$ cat src/hdl/ecr_pkg.sv
// shared types and constants of the epsilon closure unit
`default_nettype none

package ecr_pkg;

  localparam int MaxStatesDef = 16;
  localparam int StateW       = 4;
  localparam int StateCountW  = 5;
  localparam int MaskW        = 16;
  localparam int CmpW         = 7;

  localparam logic [StateCountW-1:0] StateCountRst = 5'd16;

  typedef enum logic [1:0] {
    OP_ADD   = 2'd0,
    OP_CLEAR = 2'd1,
    OP_QUERY = 2'd2
  } op_e;

  typedef struct packed {
    logic add_start;
    logic add_write;
    logic clear_all;
    logic query_start;
    logic scan_step;
    logic load_out;
  } ecr_cmd_t;

  typedef struct packed {
    logic from_ok;
    logic to_ok;
    logic scan_done;
  } ecr_sts_t;

endpackage

`default_nettype wire

$ cat src/hdl/ecr_ctrl.sv
// control state machine of the epsilon closure unit
`default_nettype none

module ecr_ctrl (
  input  wire logic                    clk_i,
  input  wire logic                    rst_ni,
  input  wire logic                    in_valid_i,
  output logic                         in_stall_o,
  input  wire logic [1:0]              operation_i,
  output logic                         out_valid_o,
  input  wire logic                    out_stall_i,
  input  wire ecr_pkg::ecr_sts_t       sts_i,
  output ecr_pkg::ecr_cmd_t            cmd_o
);
  import ecr_pkg::*;

  typedef enum logic [3:0] {
    ST_IDLE   = 4'b0001,
    ST_ADD    = 4'b0010,
    ST_SCAN   = 4'b0100,
    ST_FINISH = 4'b1000
  } state_e;

  state_e state_q, state_d;
  logic   out_valid_q, out_valid_d;
  logic   accept;
  logic   out_free;

  assign in_stall_o  = (state_q != ST_IDLE);
  assign accept      = in_valid_i && (state_q == ST_IDLE);
  assign out_free    = !out_valid_q || !out_stall_i;
  assign out_valid_o = out_valid_q;

  always_comb begin
    state_d = state_q;
    cmd_o   = '0;
    unique case (state_q)
      ST_IDLE: begin
        if (accept) begin
          case (op_e'(operation_i))
            OP_ADD: begin
              if (sts_i.from_ok && sts_i.to_ok) begin
                cmd_o.add_start = 1'b1;
                state_d         = ST_ADD;
              end
            end
            OP_CLEAR: begin
              cmd_o.clear_all = 1'b1;
            end
            OP_QUERY: begin
              cmd_o.query_start = 1'b1;
              state_d           = sts_i.from_ok ? ST_SCAN : ST_FINISH;
            end
            default: begin
            end
          endcase
        end
      end
      ST_ADD: begin
        cmd_o.add_write = 1'b1;
        state_d         = ST_IDLE;
      end
      ST_SCAN: begin
        cmd_o.scan_step = 1'b1;
        if (sts_i.scan_done) begin
          if (out_free) begin
            cmd_o.load_out = 1'b1;
            state_d        = ST_IDLE;
          end else begin
            state_d = ST_FINISH;
          end
        end
      end
      ST_FINISH: begin
        if (out_free) begin
          cmd_o.load_out = 1'b1;
          state_d        = ST_IDLE;
        end
      end
      default: begin
        state_d = ST_IDLE;
      end
    endcase
  end

  always_comb begin
    out_valid_d = out_valid_q;
    if (cmd_o.load_out) begin
      out_valid_d = 1'b1;
    end else if (!out_stall_i) begin
      out_valid_d = 1'b0;
    end
  end

  always_ff @(posedge clk_i or negedge rst_ni) begin
    if (!rst_ni) begin
      state_q     <= ST_IDLE;
      out_valid_q <= 1'b0;
    end else begin
      state_q     <= state_d;
      out_valid_q <= out_valid_d;
    end
  end

endmodule

`default_nettype wire

$ cat src/hdl/ecr_dp.sv
// datapath of the epsilon closure unit: edge memory, search masks, result register
`default_nettype none

module ecr_dp #(
  parameter int MAX_STATES = ecr_pkg::MaxStatesDef
) (
  input  wire logic                            clk_i,
  input  wire logic                            rst_ni,
  input  wire logic                            cfg_we_i,
  input  wire logic [ecr_pkg::StateCountW-1:0] cfg_wdata_i,
  input  wire logic [ecr_pkg::StateW-1:0]      from_state_i,
  input  wire logic [ecr_pkg::StateW-1:0]      to_state_i,
  input  wire ecr_pkg::ecr_cmd_t               cmd_i,
  output ecr_pkg::ecr_sts_t                    sts_o,
  output logic [ecr_pkg::MaskW-1:0]            closure_mask_o,
  output logic                                 start_in_range_o
);
  import ecr_pkg::*;

  localparam int AddrW = $clog2(MAX_STATES);

  typedef logic [MAX_STATES-1:0] row_t;

  function automatic logic [AddrW-1:0] enc_onehot(input row_t v);
    logic [AddrW-1:0] idx;
    idx = '0;
    for (int i = 0; i < MAX_STATES; i++) begin
      if (v[i]) begin
        idx = idx | AddrW'(i);
      end
    end
    return idx;
  endfunction

  logic [StateCountW-1:0] state_count_q;
  logic [CmpW-1:0]        cnt_ext;
  row_t                   range_mask;
  logic [AddrW-1:0]       from_addr;
  logic [AddrW-1:0]       to_addr;
  logic [AddrW-1:0]       wr_addr_q;
  logic [AddrW-1:0]       to_q;
  logic [AddrW-1:0]       pick_addr;
  logic [AddrW-1:0]       rd_addr;
  logic                   rd_en;

  row_t                   mem_q [MAX_STATES];
  row_t                   row_valid_q;
  row_t                   rdata_q;
  logic                   rvalid_q;
  row_t                   row_in;

  row_t                   reached_q, reached_d;
  row_t                   frontier_q, frontier_d;
  logic                   pend_q, pend_d;
  logic                   start_ok_q, start_ok_d;
  row_t                   lowest;
  row_t                   fresh;
  row_t                   from_hot;
  logic                   issue;

  logic [MaskW-1:0]       closure_q;
  logic                   sir_q;

  assign cnt_ext   = CmpW'(state_count_q);
  assign from_addr = AddrW'(from_state_i);
  assign to_addr   = AddrW'(to_state_i);

  always_comb begin
    for (int i = 0; i < MAX_STATES; i++) begin
      range_mask[i] = (CmpW'(i) < cnt_ext);
    end
  end

  assign sts_o.from_ok = (CmpW'(from_state_i) < cnt_ext) &&
                         (CmpW'(from_state_i) < CmpW'(MAX_STATES));
  assign sts_o.to_ok   = (CmpW'(to_state_i) < cnt_ext) &&
                         (CmpW'(to_state_i) < CmpW'(MAX_STATES));
  assign sts_o.scan_done = (frontier_q == '0) && !pend_q;

  always_ff @(posedge clk_i or negedge rst_ni) begin
    if (!rst_ni) begin
      state_count_q <= StateCountRst;
    end else if (cfg_we_i) begin
      state_count_q <= cfg_wdata_i;
    end
  end

  // edge memory, rows not yet written since the last clear read as empty
  assign row_in    = rvalid_q ? rdata_q : '0;
  assign lowest    = frontier_q & (~frontier_q + row_t'(1));
  assign pick_addr = enc_onehot(lowest);
  assign issue     = cmd_i.scan_step && (frontier_q != '0);
  assign rd_en     = cmd_i.add_start || issue;
  assign rd_addr   = cmd_i.add_start ? from_addr : pick_addr;

  always_ff @(posedge clk_i) begin
    if (rd_en) begin
      rdata_q  <= mem_q[rd_addr];
      rvalid_q <= row_valid_q[rd_addr];
    end
    if (cmd_i.add_write) begin
      mem_q[wr_addr_q] <= row_in | (row_t'(1) << to_q);
    end
    if (cmd_i.add_start) begin
      wr_addr_q <= from_addr;
      to_q      <= to_addr;
    end
  end

  always_ff @(posedge clk_i or negedge rst_ni) begin
    if (!rst_ni) begin
      row_valid_q <= '0;
    end else if (cmd_i.clear_all) begin
      row_valid_q <= '0;
    end else if (cmd_i.add_write) begin
      row_valid_q[wr_addr_q] <= 1'b1;
    end
  end

  // breadth search, one row read issued per cycle while the frontier holds states, results merge behind it
  assign from_hot = row_t'(1) << from_addr;
  assign fresh    = pend_q ? (row_in & range_mask & ~reached_q) : '0;

  always_comb begin
    reached_d  = reached_q;
    frontier_d = frontier_q;
    pend_d     = pend_q;
    start_ok_d = start_ok_q;
    if (cmd_i.query_start) begin
      reached_d  = sts_o.from_ok ? from_hot : '0;
      frontier_d = reached_d;
      pend_d     = 1'b0;
      start_ok_d = sts_o.from_ok;
    end else if (cmd_i.scan_step) begin
      reached_d  = reached_q | fresh;
      frontier_d = (frontier_q & ~(issue ? lowest : '0)) | fresh;
      pend_d     = issue;
    end
  end

  always_ff @(posedge clk_i or negedge rst_ni) begin
    if (!rst_ni) begin
      frontier_q <= '0;
      pend_q     <= 1'b0;
    end else begin
      frontier_q <= frontier_d;
      pend_q     <= pend_d;
    end
  end

  always_ff @(posedge clk_i) begin
    reached_q  <= reached_d;
    start_ok_q <= start_ok_d;
    if (cmd_i.load_out) begin
      closure_q <= MaskW'(reached_q);
      sir_q     <= start_ok_q;
    end
  end

  assign closure_mask_o   = closure_q;
  assign start_in_range_o = sir_q;

endmodule

`default_nettype wire

$ cat src/hdl/epsilon_closure_reach_core.sv
// top level of the epsilon closure unit
`default_nettype none

// Keeps an epsilon-transition graph as one adjacency row per state in a small
// memory and answers closure queries with a breadth search. The edge memory has
// one registered read port. An add reads the row, then writes it back. A clear
// or an unused operation code completes without leaving the idle state. The
// start row read of a query is followed by a wait for that row. States already
// waiting in the frontier are then read back to back, but a state found by the
// row just read must first be merged into the frontier. An out-of-range start
// skips the search and goes straight to the finish state. A finished result
// sits in an output register, so the next item is taken while it waits. A query
// that finishes while that register is still full holds until the register is
// taken. The user must write state_count only while the unit is idle; the block
// itself does not enforce it.
module epsilon_closure_reach_core #(
  parameter int MAX_STATES = ecr_pkg::MaxStatesDef
) (
  input  wire logic                            clk_i,
  input  wire logic                            rst_ni,
  input  wire logic                            cfg_we_i,
  input  wire logic [ecr_pkg::StateCountW-1:0] cfg_wdata_i,
  input  wire logic                            in_valid_i,
  output logic                                 in_stall_o,
  input  wire logic [1:0]                      operation_i,
  input  wire logic [ecr_pkg::StateW-1:0]      from_state_i,
  input  wire logic [ecr_pkg::StateW-1:0]      to_state_i,
  output logic                                 out_valid_o,
  input  wire logic                            out_stall_i,
  output logic [ecr_pkg::MaskW-1:0]            closure_mask_o,
  output logic                                 start_in_range_o
);
  import ecr_pkg::*;

  ecr_cmd_t cmd;
  ecr_sts_t sts;

  ecr_ctrl u_ctrl (
    .clk_i       (clk_i),
    .rst_ni      (rst_ni),
    .in_valid_i  (in_valid_i),
    .in_stall_o  (in_stall_o),
    .operation_i (operation_i),
    .out_valid_o (out_valid_o),
    .out_stall_i (out_stall_i),
    .sts_i       (sts),
    .cmd_o       (cmd)
  );

  ecr_dp #(
    .MAX_STATES(MAX_STATES)
  ) u_dp (
    .clk_i            (clk_i),
    .rst_ni           (rst_ni),
    .cfg_we_i         (cfg_we_i),
    .cfg_wdata_i      (cfg_wdata_i),
    .from_state_i     (from_state_i),
    .to_state_i       (to_state_i),
    .cmd_i            (cmd),
    .sts_o            (sts),
    .closure_mask_o   (closure_mask_o),
    .start_in_range_o (start_in_range_o)
  );

endmodule

`default_nettype wire

$ cat config.mk
export PLATFORM = sky130hd
export DESIGN_NAME = epsilon_closure_reach_core
export DESIGN_NICKNAME = d
export VERILOG_FILES = /design/src/hdl/ecr_pkg.sv /design/src/hdl/ecr_ctrl.sv /design/src/hdl/ecr_dp.sv /design/src/hdl/epsilon_closure_reach_core.sv
export SDC_FILE = /design/constraint.sdc
export NUM_CORES = 1
export LEC_CHECK = 0
export ABC_AREA = 1
export BUFFER_PORTS_ARGS = -buffer_cell sky130_fd_sc_hd__buf_2
export CAP_MARGIN = 20
export CORE_MARGIN = 8
export CORE_UTILIZATION = 45
export DETAILED_ROUTE_END_ITERATION = 12
export PLACE_DENSITY = 0.7
export SLEW_MARGIN = 10
export SYNTH_ARGS = -nofsm -noshare
export SYNTH_HDL_FRONTEND = slang
export SYNTH_SLANG_ARGS = --single-unit
$ cat constraint.sdc
create_clock -name clk_i -period 3.8 [get_ports clk_i]
set_input_delay 0.57 -clock clk_i [delete_from_list [all_inputs] [get_ports clk_i]]
set_output_delay 0.57 -clock clk_i [all_outputs]
set_load 0.01 [all_outputs]
==> reports/results.env, run 1 <==
DIE-HEIGHT_UM=209
LEAKAGE_POWER_FIGURE_uW=0.00800
DESIGN_AREA_UM2=18900
TOTALPOWERFINAL_uW=14800
DIE_W_UM=209
FLOORPLAN.INITIALDENSITY=0.456
CLKSLEWWORSTSETUPHOLDPATHS_NS=0.06
ARRIVAL_NS=3.42
WORST_HOLD_PATH_TYPE='primary input to async pin'
TIMING.CRITICAL_PATH.FROM_TYPE='flip-flop'
REGTOREGENDPOINT='u_dp.rdata_q[10]'
NUMCTSBUFFERS=39
MAX_TRANSITION_VIOLS_FINAL=0
WORST_SETUP_PATH_END_KIND='flip-flop'
CORE-AREA_UM2=36600
FINALWORSTPATHREQUIREDPERIOD_NS=3.12
USE_MET1=0.275
POST_SYNTH_INST_COUNT=1691
SYNTH.TOP_CELL.AREA_SHARE=0.567
DESIGN.PORTCOUNT=39
MOST_USED_ROUTING_LAYER='met2'
DETAIL_ROUTE.FIRST_PASS.ITERATIONS=8
MAX_SLEW.WORST_PIN.SLEW_NS=0.839
POSTCTSHOLDBUFS=0
SYNTH_TOP_CELLS_BY_COUNT='nand3_1 (370), edfxtp_1 (315), inv_1 (313)'
TRITONCTS='yes'
SETUP_VIOL=0
LATER_PIN_CLOCK_LATENCY_IN_THE_SKEW_REPORT_NS=0.55
SYNTH-EDFF-COUNT=315
SYNTH_AREA_LEADER_CELL='edfxtp_1'
DRTITER0DRC=1293
DETAIL-ROUTE-ANTENNA-NETS=0
CELLPOWERDENSITY_nW_PER_UM2=783
MOST_INSTANTIATED_FLIP_FLOP_CELL_IN_THE_SYNTHESIS_NETLIST='edfxtp_1'
POSTPLACECELLAREA_UM2=17600
TOTALNEGATIVESETUPSLACK_NS=0
GPL.FINAL_WEIGHTED_CONGESTION=0.909
REQUIRED_NS=4.09
CTS_SINKS=358
FINAL.SETUP.WORST_SLACK_NS=0.676
YS_TYPES=45
TIMING.REG2REG.SETUP_SLACK_NS=0.68
USE_MET3=0.0406
POST-ROUTE-PERIOD-UTIL=0.822
WORST_PATH_MAX_FANOUT=119
PLACEMENT.IO_BUFFERS=38
WIRELENGTH_UM=45300
MAPPEDNETLISTNETS=1717
ROWS=70
CTSRESIZECOUNT=0
RUN_STATUS='finished clean'
LAYOUT_AREA_OVERHEAD_PCT=13.1
PEAKVDDDROP_uV=1000
INSERTEDDIODECOUNT=0
SYN_AVG_CELL_AREA_UM2=9.87
YS_SEQ_AREA_FRAC=0.631
ROUTE.DETAILED.WL_PER_INST_UM=20.2
RELSLEWSLACK=0.435
PLACE.DETAILED.HPWL_UM=26200
RSZ0062_AT_GRT='no'
GRT.MET2_USAGE=0.329
MAX-CAP-VIOLATIONS=0
ROUTE.DETAILED.VIAS_PER_INST=5.56
DESIGN.DIE.AREA_UM2=43500
SYNTH-ASYNC-RESET-RATIO=0.120
POST_SYNTH_MAIN_AREA_CONTRIBUTORS='edfxtp_1 (57%), nand3_1 (11%), inv_1 (7.0%)'
CRITICAL_PATH_CLASS='flip-flop to flip-flop'
ROUTE.VIAS.TOTAL=12500
SYNTH.YOSYS.WARNINGS=0
FIN_SKEW_NS=0.0197
POST_CTS_BUFFERS=0
GRT_REMAINING_OVERFLOW=0
POST_SYNTH_INSTANCE_AREA_UM2=16700
FMAX_GHz=0.320
ANTENNA_FOUND_INITIAL=0
SYNTH_SEQ_CELLS=358
PIN_COUNT_OF_THE_BIGGEST_NET_ENTERING_GLOBAL_ROUTING=120
NNETSFINAL=1772
R2R.WORST_PATH.CELLS=15
GLOBAL_ROUTE_WIRE_LENGTH_BEFORE_REPAIR_UM=70300
FINALHOLDVIOLATIONS=0
LAYOUT-DRIVE-GT1-SHARE=0.109
DRT_DRC_VIOLATIONS_LEFT=0
DPL_WORST_SLACK_NS=0.595
GRTUSAGETOTAL=0.206
RR_STARTPOINT='u_dp.state_count_q[2]'
YOSYSMOSTFREQUENTCELL='nand3_1'
CTS_BUFFER_DEPTH=3
CTS_MAX_LEVEL=2
ROOT_BUFFER='clkbuf_16'
FIRST_GLOBAL_VIAS=12200
area by class of cell:
cell class	count	area, um^2
multi-input cells	934	4610
clock buffers	48	1020
well taps	468	586
inverters	324	1220
clock inverters	21	246
fillers	3277	17700
flip-flops and latches	358	10500
repair buffers	89	668
per-layer routing:
layer  wire length [um]  share of wire
met1              18400           0.41
met2              20800           0.46
met3               4260          0.094
met4               1760          0.039
met5                  0              0
metrics by stage:
step | hold slack, ns | cells | util
global placement | 0.406 | 2171 | 0.480
CTS | 0.236 | 2241 | 0.515
finish | 0.0273 | 2242 | 0.516
floorplan | 0.274 | 1691 | -
global route | 0.0634 | 2242 | 0.516
detailed placement | 0.408 | 2172 | 0.481
worst max path at each step:
stage,from,to,slack (ns)
2_1_floorplan,from_state_i[2],u_dp.to_q[0],1.09
3_3_place_gp,from_state_i[3],u_dp.rdata_q[8],0.65
3_5_place_dp,from_state_i[3],u_dp.rdata_q[10],0.59
6_report,u_dp.state_count_q[2],u_dp.rdata_q[10],0.68
4_1_cts,u_dp.state_count_q[2],u_dp.rdata_q[10],0.75
5_1_grt,u_dp.state_count_q[2],u_dp.rdata_q[4],0.53
cell usage in the layout (no fill, tap or decap), types with 3 or more instances in the layout:
master       n
bufinv_16    5
clkinv_1     8
o211ai_1     4
o21ai_1      3
ha_1         6
a31oi_1      8
clkbuf_16   39
buf_2       38
nor2_2      19
inv_2       10
edfxtp_1   315
o22ai_1      3
nor4_1       5
o21ai_0     67
nand2_1    270
a211oi_1     3
nand3_1    370
a21oi_1      8
nand3b_1    35
nor2_1      73
buf_4       44
clkinv_2     6
nand2_2      3
clkbuf_1     8
nand2_4      3
dfrtp_1     41
inv_1      313
nand4_1     11
nor3_1      18
nand3_2      4
buf_12       6
and2_1       3
flip-flops by register name, indices dropped and copies added, names as in the netlist:
register,cells
u_dp.rdata_q,16
u_dp.to_q,4
u_dp.row_valid_q,16
u_dp.pend_q,1
u_dp.state_count_q,5
u_dp.wr_addr_q,4
u_dp.reached_q,16
u_ctrl.out_valid_o,1
u_dp.frontier_q,16
u_dp.mem_q,256
u_ctrl.state_q,4
u_dp.rvalid_q,1
u_dp.closure_mask_o,16
u_dp.start_in_range_o,1
u_dp.start_ok_q,1
power breakdown:
group	leakage (uW)	switching, uW	internal [uW]
clock network	0.000618	1540	2250
registers	0.00342	179	4810
logic	0.00396	4190	1820
total	0.00800	5900	8880
worst max-delay path: stages (launching register included):
cell and delay [ns]:
dfrtp_1 0.42, inv_1 0.21, ha_1 0.29, nand2_1 0.07, inv_1 0.04, nand3_1 0.11
nand3_4 0.21, nor2_8 0.24, nand3_4 0.12, nand2_4 0.10, buf_12 0.41, nand2_1 0.13
nand3_1 0.12, nand3_1 0.12, nand3_1 0.13, nand2_1 0.06
cells by family after synthesis:
| family | after synthesis | synth area share |
|---|---|---|
| AO/OA/AOI/OAI | 106 | 0.0363 |
| buffers and inverters | 399 | 0.0964 |
| AND/OR/NAND/NOR | 822 | 0.232 |
| adder cells (fa/ha/maj) | 6 | 0.00450 |
| flip-flops | 358 | 0.631 |
Note: power is estimated with default switching activity, not from simulation.
==> inputs of run 2 (changes only) <==
PLACE_DENSITY = 0.72   (was 0.7)
clock period = 2.6 ns   (was 3.8 ns; I/O delays follow)
==> run 2 against run 1 <==
Sequential share of layout area decreased by 2.5 points. Flip-flop and latch count unchanged. Sequential power increased by 46%. Largest power group unchanged. Clock skew increased by 0.0046 ns. Clock power increased by 51%. Combinational power increased by 73%. Hold slack improved by 0.019 ns. Largest cell class unchanged. First-iteration DRC count increased by 11%.
==> reports/results.env, run 2 (same netlist as run 1, synthesis figures left out) <==
RUN_STATUS='finished clean'
CRITICAL_PATH_CLASS='flip-flop to flip-flop'
FINALHOLDVIOLATIONS=0
TIMING.CRITICAL_PATH.FROM_TYPE='flip-flop'
DESIGN.PORTCOUNT=39
ROUTED-WL-MET3_UM=5490
SWITCHINGPOWER_uW=9270
SEQUENTIAL_CELL_FRACTION_OF_TOTAL_POWER=0.311
MAX_SLEW.WORST_PIN.SLEW_NS=0.662
WORST_PATH_MAX_FANOUT=15
DIE-HEIGHT_UM=209
TOP_REG_BY_FLOPS='u_dp.mem_q'
GRT_REMAINING_OVERFLOW=0
ARRIVAL_NS=2.85
POST-ROUTE-PERIOD-UTIL=0.985
TIMING.CRITICAL_PATH.MAX_DELAY_FAMILY='simple AND/OR/NAND/NOR gates'
DRTITER0DRC=1429
REQUIRED_NS=2.89
LARGEST_REGISTER_FFS=256
CORE-AREA_UM2=36600
CTS_BUFFER_DEPTH=3
FMAX_GHz=0.391
CELLPOWERDENSITY_nW_PER_UM2=1180
WORST_SETUP_PATH_END_KIND='flip-flop'
LAYOUT_AREA_OVERHEAD_PCT=18.5
TOP_SIGNAL_LAYER_USED='met4'
ROUTE.VIAS.TOTAL=12900
CP.BUFFERS_INVERTERS=4
CRIT_TOP_CELL='nand3_1'
DESIGN_AREA_UM2=19800
GPL.FINAL_WEIGHTED_CONGESTION=0.939
TRITONCTS='yes'
DESIGN.DIE.AREA_UM2=43500
DETAIL-ROUTE-ANTENNA-NETS=0
LAYOUT-DRIVE-GT1-SHARE=0.151
DIE_W_UM=209
FINALWORSTPATHREQUIREDPERIOD_NS=2.56
ROUTE.DETAILED.WL_PER_INST_UM=20.8
NETSWITCHINGFRACTION=0.396
POSTLAYOUTCOREUTIL=0.540
ANTENNA_FOUND_INITIAL=0
GRTUSAGETOTAL=0.211
CPMAXSTAGEDELAYCELL='dfrtp_1'
CRIT_CHAIN='inv_2, ha_1, inv_1, nor2_1, nand3_2, nand3_4, nor2_8, buf_4, nand3_2, nand3_4, nand2_4, buf_12, nand2_1, nand3_1, nand3_1, nand3_1, nand2_1'
WIRELENGTH_UM=48000
ROUTE.DETAILED.VIAS_PER_INST=5.59
CTS_SINKS=358
LATER_PIN_CLOCK_LATENCY_IN_THE_SKEW_REPORT_NS=0.56
ROOT_BUFFER='clkbuf_16'
FINAL_CELL_MIX='nand3_1 (366), edfxtp_1 (315), inv_1 (310), nand2_1 (267), buf_4 (89)'
P_INT_uW=14200
WL_MET2_UM=22300
ROWS=70
POSTPLACECELLAREA_UM2=18200
MAX-CAP-VIOLATIONS=0
DETAIL_ROUTE.FIRST_PASS.ITERATIONS=6
DRT_DRC_VIOLATIONS_LEFT=0
CLKSLEWWORSTSETUPHOLDPATHS_NS=0.06
WORST_HOLD_PATH_TYPE='primary input to flip-flop'
FIN_SKEW_NS=0.0243
FIRST_GLOBAL_VIAS=12100
PEAKVDDDROP_uV=774
RSZ0062_AT_GRT='yes'
NUMCTSBUFFERS=39
CTS_MAX_LEVEL=2
LEAKAGE_POWER_FIGURE_uW=0.00848
SETUP_VIOL=0
INSERTEDDIODECOUNT=0
POWER.SHARE.CLOCK=0.245
TOTALPOWERFINAL_uW=23400
NNETSFINAL=1838
PLACE.DETAILED.HPWL_UM=29500
FLOORPLAN.INITIALDENSITY=0.456
PIN_COUNT_OF_THE_BIGGEST_NET_ENTERING_GLOBAL_ROUTING=52
DRT_MET1_WL_UM=18500
CRITICAL-PATH-MAX-STAGE-DELAY_NS=0.36
GLOBAL_ROUTE_WIRE_LENGTH_BEFORE_REPAIR_UM=71100
MAX_TRANSITION_VIOLS_FINAL=0
PORTION_OF_TOTAL_POWER_ATTRIBUTED_TO_COMBINATIONAL_LOGIC=0.444
RELSLEWSLACK=0.554
TIMING.HOLD.WS_NS=0.0460
FINAL_COMMON_CELL='nand3_1'
PLACEMENT.IO_BUFFERS=38
-- run 2: cell type report --
| class | instances | area [um^2] |
|---|---|---|
| clock buffer | 48 | 1060 |
| clock inverter | 23 | 279 |
| fill | 3112 | 16800 |
| inverter | 324 | 1220 |
| multi-input combinational | 934 | 4710 |
| sequential | 358 | 10500 |
| tap | 468 | 586 |
| timing repair buffer | 155 | 1400 |
-- run 2: path summary, 6_finish.rpt --
path	startpoint	to	slack [ns]	cells past startpoint
worst max-delay path	u_dp.state_count_q[3]	u_dp.rdata_q[7]	0.04	17
max in group asynchronous	rst_ni	u_dp.state_count_q[4]	1.72	3
min in group asynchronous	rst_ni	u_dp.frontier_q[7]	0.27	2
worst min-delay path	to_state_i[2]	u_dp.to_q[2]	0.05	1
worst max register to register	u_dp.state_count_q[3]	u_dp.rdata_q[7]	0.04	17
worst min register to register	u_dp.start_ok_q	u_dp.start_in_range_o	0.42	0
-- run 2: power by group through the flow --
stage	clock network (uW)	logic [uW]	registers, uW
after detailed placement	0	9450	7380
after CTS	5800	9490	7270
after global placement	0	9220	7370
after floorplan	0	6320	7330
after global routing	6030	11300	7320
final	5740	10400	7280
-- run 2: metal layers --
layer,global-route usage,vias to the layer above
met2,0.339,776
met5,0,-
li1,-,5914
met3,0.0461,133
met1,0.278,6088
met4,0.0778,0
-- run 2: metrics by stage --
step                      worst slack (ns)  cells  setup TNS (ns)
after global routing               -0.0635   2310          -0.516
after floorplan                      0.224   1691               0
final                               0.0396   2310               0
after global placement             0.00345   2229               0
after detailed placement           -0.0291   2229          -0.158
after CTS                          0.00422   2301               0
-- run 2: timing repair --
action                                  in CTS  in global routing
setup buffers                                0                  5
gates resized for setup                      0                 32
endpoints found under the hold margin       10                  0
endpoints found under the setup margin       0                 38
hold buffers                                 1                  0
